<file path="config.mk">
export PLATFORM = sky130hd
export DESIGN_NAME = uart_command_frame_parser_top_flat
export DESIGN_NICKNAME = d
export VERILOG_FILES = /design/src/sv/ucfp_pkg.sv /design/src/sv/ucfp_ifs.sv /design/src/sv/ucfp_front.sv /design/src/sv/ucfp_cmd_fifo.sv /design/src/sv/ucfp_back.sv /design/src/sv/uart_command_frame_parser_top.sv /design/src/flat_wrapper.sv
export SDC_FILE = /design/constraint.sdc
export NUM_CORES = 1
export LEC_CHECK = 0
export BUFFER_PORTS_ARGS = -buffer_cell sky130_fd_sc_hd__buf_2
export CAP_MARGIN = 20
export CORE_ASPECT_RATIO = 2
export CORE_MARGIN = 5
export CORE_UTILIZATION = 48
export DETAILED_ROUTE_END_ITERATION = 8
export GPL_TIMING_DRIVEN = 0
export PLACE_DENSITY = 0.77
export SYNTH_ARGS = -nofsm -noshare
export SYNTH_HDL_FRONTEND = slang
export SYNTH_HIERARCHICAL = 1
export SYNTH_SLANG_ARGS = --single-unit
export TNS_END_PERCENT = 5
</file>
<file path="constraint.sdc">
create_clock -name clk_i -period 13.99 [get_ports clk_i]
set_clock_uncertainty 0.2 [all_clocks]
set_input_delay 1.399 -clock clk_i [delete_from_list [all_inputs] [get_ports clk_i]]
set_output_delay 1.399 -clock clk_i [all_outputs]
set_load 0.02 [all_outputs]
</file>
<file path="src/sv/ucfp_pkg.sv">
package ucfp_pkg;

  typedef enum logic [1:0] {
    PH_HUNT,
    PH_HDR2,
    PH_FUNC,
    PH_BODY
  } parse_phase_e;

  typedef enum logic {
    BK_IDLE,
    BK_ACK
  } back_state_e;

  localparam logic [7:0] HDR_FIRST      = 8'h55;
  localparam logic [7:0] HDR_SECOND     = 8'hAA;
  localparam logic [7:0] FN_BACKLIGHT   = 8'h01;
  localparam logic [7:0] FN_LEVEL       = 8'h02;
  localparam logic [7:0] FN_BEEPER      = 8'h03;
  localparam logic [7:0] FN_TIME_SYNC   = 8'h04;
  localparam logic [3:0] FRAME_LEN_SYNC = 4'd11;
  localparam logic [3:0] FRAME_LEN_STD  = 4'd8;
  localparam logic [3:0] FIRST_BODY_IDX = 4'd3;
  localparam int unsigned PAYLOAD_LEN   = 7;
  localparam logic [2:0] ACK_LAST_BEAT  = 3'd7;
  localparam logic [7:0] RES_OK         = 8'h01;
  localparam logic [7:0] RES_FAIL       = 8'h00;
  localparam logic       KIND_ACK       = 1'b0;
  localparam logic       KIND_SYNC      = 1'b1;

  localparam logic       CFG_LEVEL_MIN  = 1'b0;
  localparam logic       CFG_LEVEL_MAX  = 1'b1;
  localparam logic [7:0] LEVEL_MIN_RST  = 8'd1;
  localparam logic [7:0] LEVEL_MAX_RST  = 8'd5;

  typedef struct packed {
    logic [7:0]                       func;
    logic [PAYLOAD_LEN-1:0][7:0]      payload;
  } cmd_t;

  function automatic logic [7:0] ack_byte(input logic [2:0] beat,
                                          input logic [7:0] func,
                                          input logic [7:0] result);
    logic [7:0] b;
    case (beat)
      3'd0:    b = HDR_SECOND;
      3'd1:    b = HDR_FIRST;
      3'd2:    b = func;
      3'd3:    b = result;
      3'd7:    b = HDR_SECOND ^ HDR_FIRST ^ func ^ result;
      default: b = 8'h00;
    endcase
    return b;
  endfunction

endpackage

</file>
<file path="src/sv/ucfp_ifs.sv">
interface ucfp_rx_if;
  logic       valid;
  logic       ready;
  logic [7:0] rx_byte;
  modport source (output valid, output rx_byte, input ready);
  modport sink   (input valid, input rx_byte, output ready);
endinterface

interface ucfp_cfg_if;
  logic       valid;
  logic       ready;
  logic       index;
  logic [7:0] data;
  modport source (output valid, output index, output data, input ready);
  modport sink   (input valid, input index, input data, output ready);
endinterface

interface ucfp_res_if;
  logic        valid;
  logic        ready;
  logic        kind;
  logic [7:0]  tx_byte;
  logic        last;
  logic        backlight_on;
  logic [7:0]  light_level;
  logic        beeper_on;
  logic [15:0] year;
  logic [7:0]  month;
  logic [7:0]  day;
  logic [7:0]  hour;
  logic [7:0]  minute;
  logic [7:0]  second;
  modport source (output valid, output kind, output tx_byte, output last,
                  output backlight_on, output light_level, output beeper_on,
                  output year, output month, output day, output hour,
                  output minute, output second, input ready);
  modport sink   (input valid, input kind, input tx_byte, input last,
                  input backlight_on, input light_level, input beeper_on,
                  input year, input month, input day, input hour,
                  input minute, input second, output ready);
endinterface

</file>
<file path="src/sv/ucfp_front.sv">
module ucfp_front (
  input  logic              clk_i,
  input  logic              rst_ni,
  ucfp_rx_if.sink           rx_i,
  input  logic              q_full_i,
  output logic              push_o,
  output ucfp_pkg::cmd_t    cmd_o
);

  ucfp_pkg::parse_phase_e phase_q, phase_d;
  logic [7:0] func_q, func_d;
  logic [3:0] idx_q, idx_d;
  logic [7:0] xor_q, xor_d;
  logic [ucfp_pkg::PAYLOAD_LEN-1:0][7:0] pay_q;

  logic       accept;
  logic [7:0] b;
  logic [3:0] flen;
  logic       frame_end;
  logic       store;
  logic [3:0] slot_full;
  logic [2:0] slot;

  assign rx_i.ready = !q_full_i;
  assign accept     = rx_i.valid && !q_full_i;
  assign b          = rx_i.rx_byte;
  assign flen       = (func_q == ucfp_pkg::FN_TIME_SYNC) ? ucfp_pkg::FRAME_LEN_SYNC
                                                         : ucfp_pkg::FRAME_LEN_STD;
  assign frame_end  = (phase_q == ucfp_pkg::PH_BODY) && !(idx_q < (flen - 4'd1));
  assign slot_full  = idx_q - ucfp_pkg::FIRST_BODY_IDX;
  assign slot       = slot_full[2:0];

  always_comb begin
    phase_d = phase_q;
    if (accept) begin
      unique case (phase_q)
        ucfp_pkg::PH_HUNT: begin
          phase_d = (b == ucfp_pkg::HDR_FIRST) ? ucfp_pkg::PH_HDR2 : ucfp_pkg::PH_HUNT;
        end
        ucfp_pkg::PH_HDR2: begin
          if (b == ucfp_pkg::HDR_SECOND) begin
            phase_d = ucfp_pkg::PH_FUNC;
          end else if (b == ucfp_pkg::HDR_FIRST) begin
            phase_d = ucfp_pkg::PH_HDR2;
          end else begin
            phase_d = ucfp_pkg::PH_HUNT;
          end
        end
        ucfp_pkg::PH_FUNC: begin
          phase_d = ucfp_pkg::PH_BODY;
        end
        ucfp_pkg::PH_BODY: begin
          phase_d = frame_end ? ucfp_pkg::PH_HUNT : ucfp_pkg::PH_BODY;
        end
        default: phase_d = ucfp_pkg::PH_HUNT;
      endcase
    end
  end

  always_comb begin
    func_d = func_q;
    idx_d  = idx_q;
    xor_d  = xor_q;
    store  = 1'b0;
    push_o = 1'b0;
    if (accept) begin
      unique case (phase_q)
        ucfp_pkg::PH_FUNC: begin
          func_d = b;
          xor_d  = ucfp_pkg::HDR_FIRST ^ ucfp_pkg::HDR_SECOND ^ b;
          idx_d  = ucfp_pkg::FIRST_BODY_IDX;
        end
        ucfp_pkg::PH_BODY: begin
          if (frame_end) begin
            idx_d  = 4'd0;
            push_o = (xor_q == b);
          end else begin
            store = 1'b1;
            xor_d = xor_q ^ b;
            idx_d = idx_q + 4'd1;
          end
        end
        default: ;
      endcase
    end
  end

  assign cmd_o.func    = func_q;
  assign cmd_o.payload = pay_q;

  always_ff @(posedge clk_i or negedge rst_ni) begin
    if (!rst_ni) begin
      phase_q <= ucfp_pkg::PH_HUNT;
      func_q  <= 8'h00;
      idx_q   <= 4'd0;
      xor_q   <= 8'h00;
    end else begin
      phase_q <= phase_d;
      func_q  <= func_d;
      idx_q   <= idx_d;
      xor_q   <= xor_d;
    end
  end

  always_ff @(posedge clk_i) begin
    if (store) begin
      pay_q[slot] <= b;
    end
  end

endmodule

</file>
<file path="src/sv/ucfp_cmd_fifo.sv">
module ucfp_cmd_fifo #(
  parameter int unsigned DEPTH = 2
) (
  input  logic           clk_i,
  input  logic           rst_ni,
  input  logic           push_i,
  input  ucfp_pkg::cmd_t cmd_i,
  output logic           full_o,
  output logic           valid_o,
  input  logic           pop_i,
  output ucfp_pkg::cmd_t cmd_o
);

  localparam int unsigned PtrW = (DEPTH > 1) ? $clog2(DEPTH) : 1;
  localparam int unsigned CntW = $clog2(DEPTH + 1);
  localparam logic [PtrW-1:0] LastPtr = PtrW'(DEPTH - 1);
  localparam logic [CntW-1:0] FullCnt = CntW'(DEPTH);

  ucfp_pkg::cmd_t  mem_q [DEPTH];
  logic [PtrW-1:0] wr_q, wr_d, rd_q, rd_d;
  logic [CntW-1:0] cnt_q, cnt_d;

  assign full_o  = (cnt_q == FullCnt);
  assign valid_o = (cnt_q != '0);
  assign cmd_o   = mem_q[rd_q];

  always_comb begin
    wr_d  = wr_q;
    rd_d  = rd_q;
    cnt_d = cnt_q;
    if (push_i) begin
      wr_d = (wr_q == LastPtr) ? '0 : wr_q + 1'b1;
    end
    if (pop_i) begin
      rd_d = (rd_q == LastPtr) ? '0 : rd_q + 1'b1;
    end
    case ({push_i, pop_i})
      2'b10:   cnt_d = cnt_q + 1'b1;
      2'b01:   cnt_d = cnt_q - 1'b1;
      default: cnt_d = cnt_q;
    endcase
  end

  always_ff @(posedge clk_i or negedge rst_ni) begin
    if (!rst_ni) begin
      wr_q  <= '0;
      rd_q  <= '0;
      cnt_q <= '0;
    end else begin
      wr_q  <= wr_d;
      rd_q  <= rd_d;
      cnt_q <= cnt_d;
    end
  end

  always_ff @(posedge clk_i) begin
    if (push_i) begin
      mem_q[wr_q] <= cmd_i;
    end
  end

endmodule

</file>
<file path="src/sv/ucfp_back.sv">
module ucfp_back (
  input  logic           clk_i,
  input  logic           rst_ni,
  input  logic           cmd_valid_i,
  input  ucfp_pkg::cmd_t cmd_i,
  output logic           pop_o,
  ucfp_cfg_if.sink       cfg_i,
  ucfp_res_if.source     res_o
);

  ucfp_pkg::back_state_e state_q, state_d;
  logic [2:0] beat_q, beat_d;
  logic [7:0] func_q, func_d;
  logic [7:0] result_q, result_d;

  logic [7:0] lvl_min_q, lvl_max_q;
  logic       bl_q, bl_d;
  logic [7:0] lvl_q, lvl_d;
  logic       beep_q, beep_d;

  logic        out_valid_q, out_valid_d;
  logic        kind_q, kind_d;
  logic [7:0]  tx_q, tx_d;
  logic        last_q, last_d;
  logic        obl_q;
  logic [7:0]  olvl_q;
  logic        obeep_q;
  logic [15:0] year_q, year_d;
  logic [7:0]  month_q, month_d, day_q, day_d, hour_q, hour_d;
  logic [7:0]  minute_q, minute_d, second_q, second_d;

  logic       load;
  logic [7:0] d;
  logic [7:0] exec_res;
  logic       is_sync;

  assign load  = !out_valid_q || res_o.ready;
  assign d     = cmd_i.payload[0];
  assign pop_o = (state_q == ucfp_pkg::BK_IDLE) && cmd_valid_i && load;

  assign cfg_i.ready = 1'b1;

  always_comb begin
    bl_d     = bl_q;
    lvl_d    = lvl_q;
    beep_d   = beep_q;
    exec_res = ucfp_pkg::RES_FAIL;
    is_sync  = 1'b0;
    if (pop_o) begin
      unique case (cmd_i.func)
        ucfp_pkg::FN_BACKLIGHT: begin
          bl_d     = (d != 8'h00);
          exec_res = ucfp_pkg::RES_OK;
        end
        ucfp_pkg::FN_LEVEL: begin
          if ((d >= lvl_min_q) && (d <= lvl_max_q)) begin
            lvl_d    = d;
            exec_res = ucfp_pkg::RES_OK;
          end
        end
        ucfp_pkg::FN_BEEPER: begin
          beep_d   = (d != 8'h00);
          exec_res = ucfp_pkg::RES_OK;
        end
        ucfp_pkg::FN_TIME_SYNC: begin
          is_sync = 1'b1;
        end
        default: exec_res = ucfp_pkg::RES_FAIL;
      endcase
    end
  end

  always_comb begin
    state_d = state_q;
    unique case (state_q)
      ucfp_pkg::BK_IDLE: begin
        if (pop_o && !is_sync) begin
          state_d = ucfp_pkg::BK_ACK;
        end
      end
      ucfp_pkg::BK_ACK: begin
        if (load && (beat_q == ucfp_pkg::ACK_LAST_BEAT)) begin
          state_d = ucfp_pkg::BK_IDLE;
        end
      end
      default: state_d = ucfp_pkg::BK_IDLE;
    endcase
  end

  always_comb begin
    beat_d      = beat_q;
    func_d      = func_q;
    result_d    = result_q;
    out_valid_d = out_valid_q;
    kind_d      = kind_q;
    tx_d        = tx_q;
    last_d      = last_q;
    year_d      = year_q;
    month_d     = month_q;
    day_d       = day_q;
    hour_d      = hour_q;
    minute_d    = minute_q;
    second_d    = second_q;
    if (load) begin
      out_valid_d = 1'b0;
    end
    unique case (state_q)
      ucfp_pkg::BK_IDLE: begin
        if (pop_o) begin
          out_valid_d = 1'b1;
          year_d      = 16'h0000;
          month_d     = 8'h00;
          day_d       = 8'h00;
          hour_d      = 8'h00;
          minute_d    = 8'h00;
          second_d    = 8'h00;
          if (is_sync) begin
            kind_d   = ucfp_pkg::KIND_SYNC;
            tx_d     = 8'h00;
            last_d   = 1'b1;
            year_d   = {cmd_i.payload[0], cmd_i.payload[1]};
            month_d  = cmd_i.payload[2];
            day_d    = cmd_i.payload[3];
            hour_d   = cmd_i.payload[4];
            minute_d = cmd_i.payload[5];
            second_d = cmd_i.payload[6];
          end else begin
            kind_d   = ucfp_pkg::KIND_ACK;
            tx_d     = ucfp_pkg::ack_byte(3'd0, cmd_i.func, exec_res);
            last_d   = 1'b0;
            func_d   = cmd_i.func;
            result_d = exec_res;
            beat_d   = 3'd1;
          end
        end
      end
      ucfp_pkg::BK_ACK: begin
        if (load) begin
          out_valid_d = 1'b1;
          kind_d      = ucfp_pkg::KIND_ACK;
          tx_d        = ucfp_pkg::ack_byte(beat_q, func_q, result_q);
          last_d      = (beat_q == ucfp_pkg::ACK_LAST_BEAT);
          beat_d      = beat_q + 3'd1;
        end
      end
      default: ;
    endcase
  end

  always_ff @(posedge clk_i or negedge rst_ni) begin
    if (!rst_ni) begin
      state_q     <= ucfp_pkg::BK_IDLE;
      beat_q      <= 3'd0;
      out_valid_q <= 1'b0;
      bl_q        <= 1'b0;
      lvl_q       <= 8'h00;
      beep_q      <= 1'b0;
      lvl_min_q   <= ucfp_pkg::LEVEL_MIN_RST;
      lvl_max_q   <= ucfp_pkg::LEVEL_MAX_RST;
    end else begin
      state_q     <= state_d;
      beat_q      <= beat_d;
      out_valid_q <= out_valid_d;
      bl_q        <= bl_d;
      lvl_q       <= lvl_d;
      beep_q      <= beep_d;
      if (cfg_i.valid) begin
        unique case (cfg_i.index)
          ucfp_pkg::CFG_LEVEL_MIN: lvl_min_q <= cfg_i.data;
          ucfp_pkg::CFG_LEVEL_MAX: lvl_max_q <= cfg_i.data;
          default: ;
        endcase
      end
    end
  end

  always_ff @(posedge clk_i) begin
    func_q   <= func_d;
    result_q <= result_d;
    kind_q   <= kind_d;
    tx_q     <= tx_d;
    last_q   <= last_d;
    year_q   <= year_d;
    month_q  <= month_d;
    day_q    <= day_d;
    hour_q   <= hour_d;
    minute_q <= minute_d;
    second_q <= second_d;
    if (load) begin
      obl_q   <= bl_d;
      olvl_q  <= lvl_d;
      obeep_q <= beep_d;
    end
  end

  assign res_o.valid        = out_valid_q;
  assign res_o.kind         = kind_q;
  assign res_o.tx_byte      = tx_q;
  assign res_o.last         = last_q;
  assign res_o.backlight_on = obl_q;
  assign res_o.light_level  = olvl_q;
  assign res_o.beeper_on    = obeep_q;
  assign res_o.year         = year_q;
  assign res_o.month        = month_q;
  assign res_o.day          = day_q;
  assign res_o.hour         = hour_q;
  assign res_o.minute       = minute_q;
  assign res_o.second       = second_q;

endmodule

</file>
<file path="src/sv/uart_command_frame_parser_top.sv">
// channel  | dir | fields                                   | accepted when
// rx_i     | in  | rx_byte                                  | valid && ready
// cfg_i    | in  | index (0 level min, 1 level max), data   | valid && ready
// res_o    | out | kind, tx_byte, last, status, date/time   | valid && ready
//
// Takes one received byte per cycle while the command queue has room.
// A good frame yields 8 ack results, or one time sync result;
// the back end runs one command at a time, so ack bursts set the sustained rate.
// Reset clears the parser, queue, settings and output valid; config is 1 and 5.
// The output register stalls the back end only; the queue decouples the parser.
module uart_command_frame_parser_top #(
  parameter int unsigned QUEUE_DEPTH = 2
) (
  input  logic        clk_i,
  input  logic        rst_ni,
  ucfp_rx_if.sink     rx_i,
  ucfp_cfg_if.sink    cfg_i,
  ucfp_res_if.source  res_o
);

  logic           push;
  logic           q_full;
  logic           q_valid;
  logic           pop;
  ucfp_pkg::cmd_t front_cmd;
  ucfp_pkg::cmd_t back_cmd;

  ucfp_front u_front (
    .clk_i    (clk_i),
    .rst_ni   (rst_ni),
    .rx_i     (rx_i),
    .q_full_i (q_full),
    .push_o   (push),
    .cmd_o    (front_cmd)
  );

  ucfp_cmd_fifo #(
    .DEPTH (QUEUE_DEPTH)
  ) u_fifo (
    .clk_i   (clk_i),
    .rst_ni  (rst_ni),
    .push_i  (push),
    .cmd_i   (front_cmd),
    .full_o  (q_full),
    .valid_o (q_valid),
    .pop_i   (pop),
    .cmd_o   (back_cmd)
  );

  ucfp_back u_back (
    .clk_i       (clk_i),
    .rst_ni      (rst_ni),
    .cmd_valid_i (q_valid),
    .cmd_i       (back_cmd),
    .pop_o       (pop),
    .cfg_i       (cfg_i),
    .res_o       (res_o)
  );

endmodule

</file>
<file path="src/flat_wrapper.sv">
// flat-port wrapper written by rule: the top's interface ports become plain ports
module uart_command_frame_parser_top_flat 
#(
  parameter int unsigned QUEUE_DEPTH = 2
)
  (clk_i, rst_ni, rx_i_valid, rx_i_rx_byte, rx_i_ready, cfg_i_valid, cfg_i_index, cfg_i_data, cfg_i_ready, res_o_valid, res_o_kind, res_o_tx_byte, res_o_last, res_o_backlight_on, res_o_light_level, res_o_beeper_on, res_o_year, res_o_month, res_o_day, res_o_hour, res_o_minute, res_o_second, res_o_ready);
  ucfp_rx_if rx_i_i ();
  ucfp_cfg_if cfg_i_i ();
  ucfp_res_if res_o_i ();
  input  logic clk_i;
  input  logic rst_ni;
  input wire logic [$bits(rx_i_i.valid)-1:0] rx_i_valid;
  input wire logic [$bits(rx_i_i.rx_byte)-1:0] rx_i_rx_byte;
  output wire logic [$bits(rx_i_i.ready)-1:0] rx_i_ready;
  input wire logic [$bits(cfg_i_i.valid)-1:0] cfg_i_valid;
  input wire logic [$bits(cfg_i_i.index)-1:0] cfg_i_index;
  input wire logic [$bits(cfg_i_i.data)-1:0] cfg_i_data;
  output wire logic [$bits(cfg_i_i.ready)-1:0] cfg_i_ready;
  output wire logic [$bits(res_o_i.valid)-1:0] res_o_valid;
  output wire logic [$bits(res_o_i.kind)-1:0] res_o_kind;
  output wire logic [$bits(res_o_i.tx_byte)-1:0] res_o_tx_byte;
  output wire logic [$bits(res_o_i.last)-1:0] res_o_last;
  output wire logic [$bits(res_o_i.backlight_on)-1:0] res_o_backlight_on;
  output wire logic [$bits(res_o_i.light_level)-1:0] res_o_light_level;
  output wire logic [$bits(res_o_i.beeper_on)-1:0] res_o_beeper_on;
  output wire logic [$bits(res_o_i.year)-1:0] res_o_year;
  output wire logic [$bits(res_o_i.month)-1:0] res_o_month;
  output wire logic [$bits(res_o_i.day)-1:0] res_o_day;
  output wire logic [$bits(res_o_i.hour)-1:0] res_o_hour;
  output wire logic [$bits(res_o_i.minute)-1:0] res_o_minute;
  output wire logic [$bits(res_o_i.second)-1:0] res_o_second;
  input wire logic [$bits(res_o_i.ready)-1:0] res_o_ready;
  assign rx_i_i.valid = rx_i_valid;
  assign rx_i_i.rx_byte = rx_i_rx_byte;
  assign rx_i_ready = rx_i_i.ready;
  assign cfg_i_i.valid = cfg_i_valid;
  assign cfg_i_i.index = cfg_i_index;
  assign cfg_i_i.data = cfg_i_data;
  assign cfg_i_ready = cfg_i_i.ready;
  assign res_o_valid = res_o_i.valid;
  assign res_o_kind = res_o_i.kind;
  assign res_o_tx_byte = res_o_i.tx_byte;
  assign res_o_last = res_o_i.last;
  assign res_o_backlight_on = res_o_i.backlight_on;
  assign res_o_light_level = res_o_i.light_level;
  assign res_o_beeper_on = res_o_i.beeper_on;
  assign res_o_year = res_o_i.year;
  assign res_o_month = res_o_i.month;
  assign res_o_day = res_o_i.day;
  assign res_o_hour = res_o_i.hour;
  assign res_o_minute = res_o_i.minute;
  assign res_o_second = res_o_i.second;
  assign res_o_i.ready = res_o_ready;
  uart_command_frame_parser_top #(.QUEUE_DEPTH(QUEUE_DEPTH)) u_core (.clk_i(clk_i), .rst_ni(rst_ni), .rx_i(rx_i_i), .cfg_i(cfg_i_i), .res_o(res_o_i));
endmodule
</file>
==> flow_metrics.env <==
export IMPL_diodes=0
export IMPL_path_clk_slew_ns=0.07
export IMPL_irDropWorstVdd_mv=0.0850
export IMPL_globalRouteTotalUtil_pct=15.5
export IMPL_drtAntennaViolNets=0
export IMPL_critical_path_max_fanout=10
export IMPL_rows=86
export IMPL_drt_first_iter_violations=435
export IMPL_cts_sinks=326
export IMPL_drc=0
export IMPL_pwr_share_seq_pct=55.2
export IMPL_yosys_top_cells_area="edfxtp_1, dfrtp_1, mux2_4"
export IMPL_post_place_ws_ns=9.97
export IMPL_setup_worst_path_class="reg2reg"
export IMPL_clk_path_buf_depth=3
export IMPL_antenna_found_initial=0
export IMPL_combPwrFrac_pct=6.2
export IMPL_wl_per_cell_um=18.5
export IMPL_p_sw_share_pct=21.3
export IMPL_htree_levels=1
export IMPL_synth_compound_area_share_pct=4.58
export IMPL_viasPerCell=5.33
export IMPL_cp_slowest_cell="nor3_1"
export IMPL_finalPower_mw=1.96
export IMPL_grt_pass1_vias=7201
export IMPL_slew_viol_final=0
export IMPL_die_width_um=127
export IMPL_gr_total_overflow=0
export IMPL_postSynthCellCount=790
export IMPL_drive_gt1_share_pct=30.0
export IMPL_rsz0062_at_grt="no"
export IMPL_globalplace_congestion=0.868
export IMPL_synth_mux_area_share_pct=9.18
export IMPL_core_area_um2=27300
export IMPL_slowest_delay_ns=0.90
export IMPL_cts_buffers=27
export IMPL_dr_pass1_iters=7
export IMPL_internal_power_mw=1.54
export IMPL_cp_required_ns=13.95
export IMPL_async_flop_share_pct=17.5
export IMPL_max_freq_ghz=0.264
export IMPL_die_area_um2=31100
export IMPL_cts_setup_buffers=0
export IMPL_start_kind="register"
export IMPL_place_area_um2=14300
export IMPL_nets=974
export IMPL_powerDensity_nw_per_um2=129
export IMPL_synth_top_cell_by_area="edfxtp_1"
export IMPL_synth_edf_count=269
export IMPL_p_leak_nw=5.60
export IMPL_synth_distinct_cells=64
export IMPL_setup_ws_ns=10.20
export IMPL_vias=6906
export IMPL_hold_path_class="reg2reg"
export IMPL_yosysSeqAreaShare_pct=72.0
export IMPL_fin_crit_sh_pct=27.1
export IMPL_synth_fa_ha_area_share_pct=2.56
export IMPL_synth_warnings=6
export IMPL_final_cells=1296
export IMPL_fin_crit_ns=3.79
export IMPL_synth_top_family_by_area="multiplexers"
export IMPL_maxCapViolations=0
export IMPL_syn_area_um2=13200
export IMPL_clockRootBuffer="clkbuf_16"
export IMPL_pwr_share_clk_pct=38.6
export IMPL_postLayoutCellArea_um2=15200
export IMPL_synth_top_area_share_pct=61.1
export IMPL_outcome="complete, no violations"
export IMPL_fin_setup_tns_ns=0
export IMPL_area_growth_pct=14.9
export IMPL_drt_total_wl_um=23900
export IMPL_ctsHoldBuffers=0
export IMPL_dp_cells=1248
export IMPL_grt_pass1_wl_um=38200
export IMPL_worst_pin_slew_ns=1.13
export IMPL_dp_hpwl_um=16000
export IMPL_syn_nets=839
export IMPL_cts_resized=0
export IMPL_pin_count=101
export IMPL_initial_core_util_pct=48.3
export IMPL_synth_simple_area_share_pct=8.35
export IMPL_clk_latency_ns=0.55
export IMPL_setup_violations_final=0
export IMPL_end_kind="register"
export IMPL_numPortBuffers=99
export IMPL_synth_seq_cells=326
export IMPL_synth_xor_area_share_pct=0.862
export IMPL_worstPathArrival_ns=3.75
export IMPL_hold_violations=0
export IMPL_p_sw_uw=418
export IMPL_die_height_um=245
export IMPL_slew_headroom_pct=23.9
export IMPL_grt_max_degree=65
export IMPL_synth_top_flop_cell="edfxtp_1"
export IMPL_cts_tree="built"
export IMPL_path_cells="nor4b_4 > nand2_1 > ha_1 > and2_4 > a2111oi_4 > o21ai_2 > buf_6 > nor3_1"
export IMPL_syn_area_per_cell_um2=16.7
==> cell families after synthesis <==
| kind of cell | count (synthesis) |
|---|---|
| compound gates | 86 |
| buf+inv | 67 |
| other cells | 1 |
| xor+xnor | 13 |
| flops | 326 |
| fa+ha+maj | 27 |
| mux | 91 |
| simple gates | 179 |
==> worst paths after layout <==
path / startpoint / endpoint / slack, ns / depth (start not counted)
min reg2reg: u_core/u_front/cmd_o[38] / u_core/u_fifo/mem_q[1][38] / 0.24 / 0
min in group asynchronous: rst_ni / u_core/u_back/lvl_min_q[3] / 0.65 / 1
min: u_core/u_front/cmd_o[38] / u_core/u_fifo/mem_q[1][38] / 0.24 / 0
max reg2reg: u_core/u_front/func_q[1] / u_core/u_front/cmd_o[34] / 10.20 / 8
max in group asynchronous: rst_ni / u_core/u_front/func_q[2] / 12.36 / 2
max: u_core/u_front/func_q[1] / u_core/u_front/cmd_o[34] / 10.20 / 8
==> metrics by stage <==
stage	hold slack, ns	util, %
floorplan	0.221	-
detailed placement	0.229	52.3
global route	0.258	55.5
finish	0.239	55.5
CTS	0.244	55.5
global placement	0.223	51.8
==> sequential cells by signal (all words and copies together), names as in the netlist, 2 cells and up <==
name                             flops
u_core/u_fifo/cnt_q                  2
u_core/u_back/func_q                 8
u_core/u_back/lvl_min_q              8
u_core/u_back/res_o.minute           8
u_core/u_back/res_o.tx_byte          8
u_core/u_back/beat_q                 3
u_core/u_back/lvl_max_q              8
u_core/u_front/xor_q                 8
u_core/u_back/lvl_q                  8
u_core/u_front/idx_q                 4
u_core/u_fifo/mem_q                128
u_core/u_back/res_o.day              8
u_core/u_front/phase_q               2
u_core/u_back/res_o.light_level      8
u_core/u_back/res_o.second           8
u_core/u_back/res_o.year            16
u_core/u_front/func_q                8
u_core/u_back/res_o.hour             8
u_core/u_back/res_o.month            8
u_core/u_front/cmd_o                56
==> cell usage after synthesis (all sizes together), types with 3 or more instances <==
| master | count |
|---|---|
| a211oi | 8 |
| inv | 34 |
| xnor2 | 10 |
| o31a | 3 |
| edfxtp | 269 |
| mux2 | 91 |
| a21oi | 32 |
| and3 | 57 |
| clkbuf | 17 |
| nor2b | 13 |
| buf | 16 |
| ha | 27 |
| a31oi | 4 |
| nor3 | 17 |
| o21ai | 15 |
| a21boi | 3 |
| dfrtp | 54 |
| o22ai | 5 |
| nand3b | 4 |
| nand2 | 19 |
| nand4 | 5 |
| dfstp | 3 |
| nand3 | 13 |
| xor2 | 3 |
| nor4 | 6 |
| and2 | 3 |
| nor2 | 25 |
| nor4b | 5 |
==> critical path, delay by kind of cell (launching register included) <==
family,cells,cell delay (ns)
flip-flops,1,0.44
adder cells (fa/ha/maj),1,0.31
AO/OA/AOI/OAI,2,0.61
AND/OR/NAND/NOR,4,1.65
buffers and inverters,1,0.20
==> metal layers <==
| layer | vias up | GRT usage (%) | wire length [um] |
|---|---|---|---|
| met5 | - | 0 | 0 |
| met4 | 0 | 4.67 | 493 |
| met3 | 30 | 2.48 | 1240 |
| met2 | 192 | 27.1 | 12400 |
| met1 | 3418 | 19.9 | 9800 |
| li1 | 3266 | - | - |
==> cell type report <==
type	instances	area, um2
clock inverters	18	204
repair buffers	106	598
plain buffers	33	199
inverters	34	128
well taps	352	440
clock buffers	30	687
fillers	2170	12200
flip-flops and latches	326	9510
multi-input cells	397	3410
==> placed cells by master (no fill, tap or decap), types with 5 or more instances in the layout <==
| cell | count |
|---|---|
| edfxtp_1 | 269 |
| buf_2 | 105 |
| and3_1 | 57 |
| dfrtp_1 | 54 |
| mux2_4 | 50 |
| mux2_2 | 41 |
| inv_1 | 33 |
| a21oi_1 | 31 |
| clkbuf_16 | 27 |
| ha_1 | 27 |
| nor2_1 | 24 |
| clkbuf_1 | 20 |
| nand2_1 | 19 |
| nor3_1 | 14 |
| nor2b_1 | 13 |
| nand3_1 | 13 |
| o21ai_0 | 13 |
| xnor2_1 | 10 |
| clkinv_1 | 8 |
| buf_6 | 8 |
| a211oi_2 | 7 |
| o22ai_1 | 5 |
| nand4_1 | 5 |
| buf_4 | 5 |
==> power by group through the flow <==
| stage | Sequential (mW) | Combinational (mW) | Clock [mW] |
|---|---|---|---|
| finish | 1.08 | 0.122 | 0.757 |
| global route | 1.08 | 0.134 | 0.820 |
| floorplan | 1.10 | 0.0860 | 0 |
| CTS | 1.08 | 0.122 | 0.772 |
| detailed placement | 1.10 | 0.121 | 0 |
| global placement | 1.10 | 0.112 | 0 |
Power figures use the tool's default switching activity.
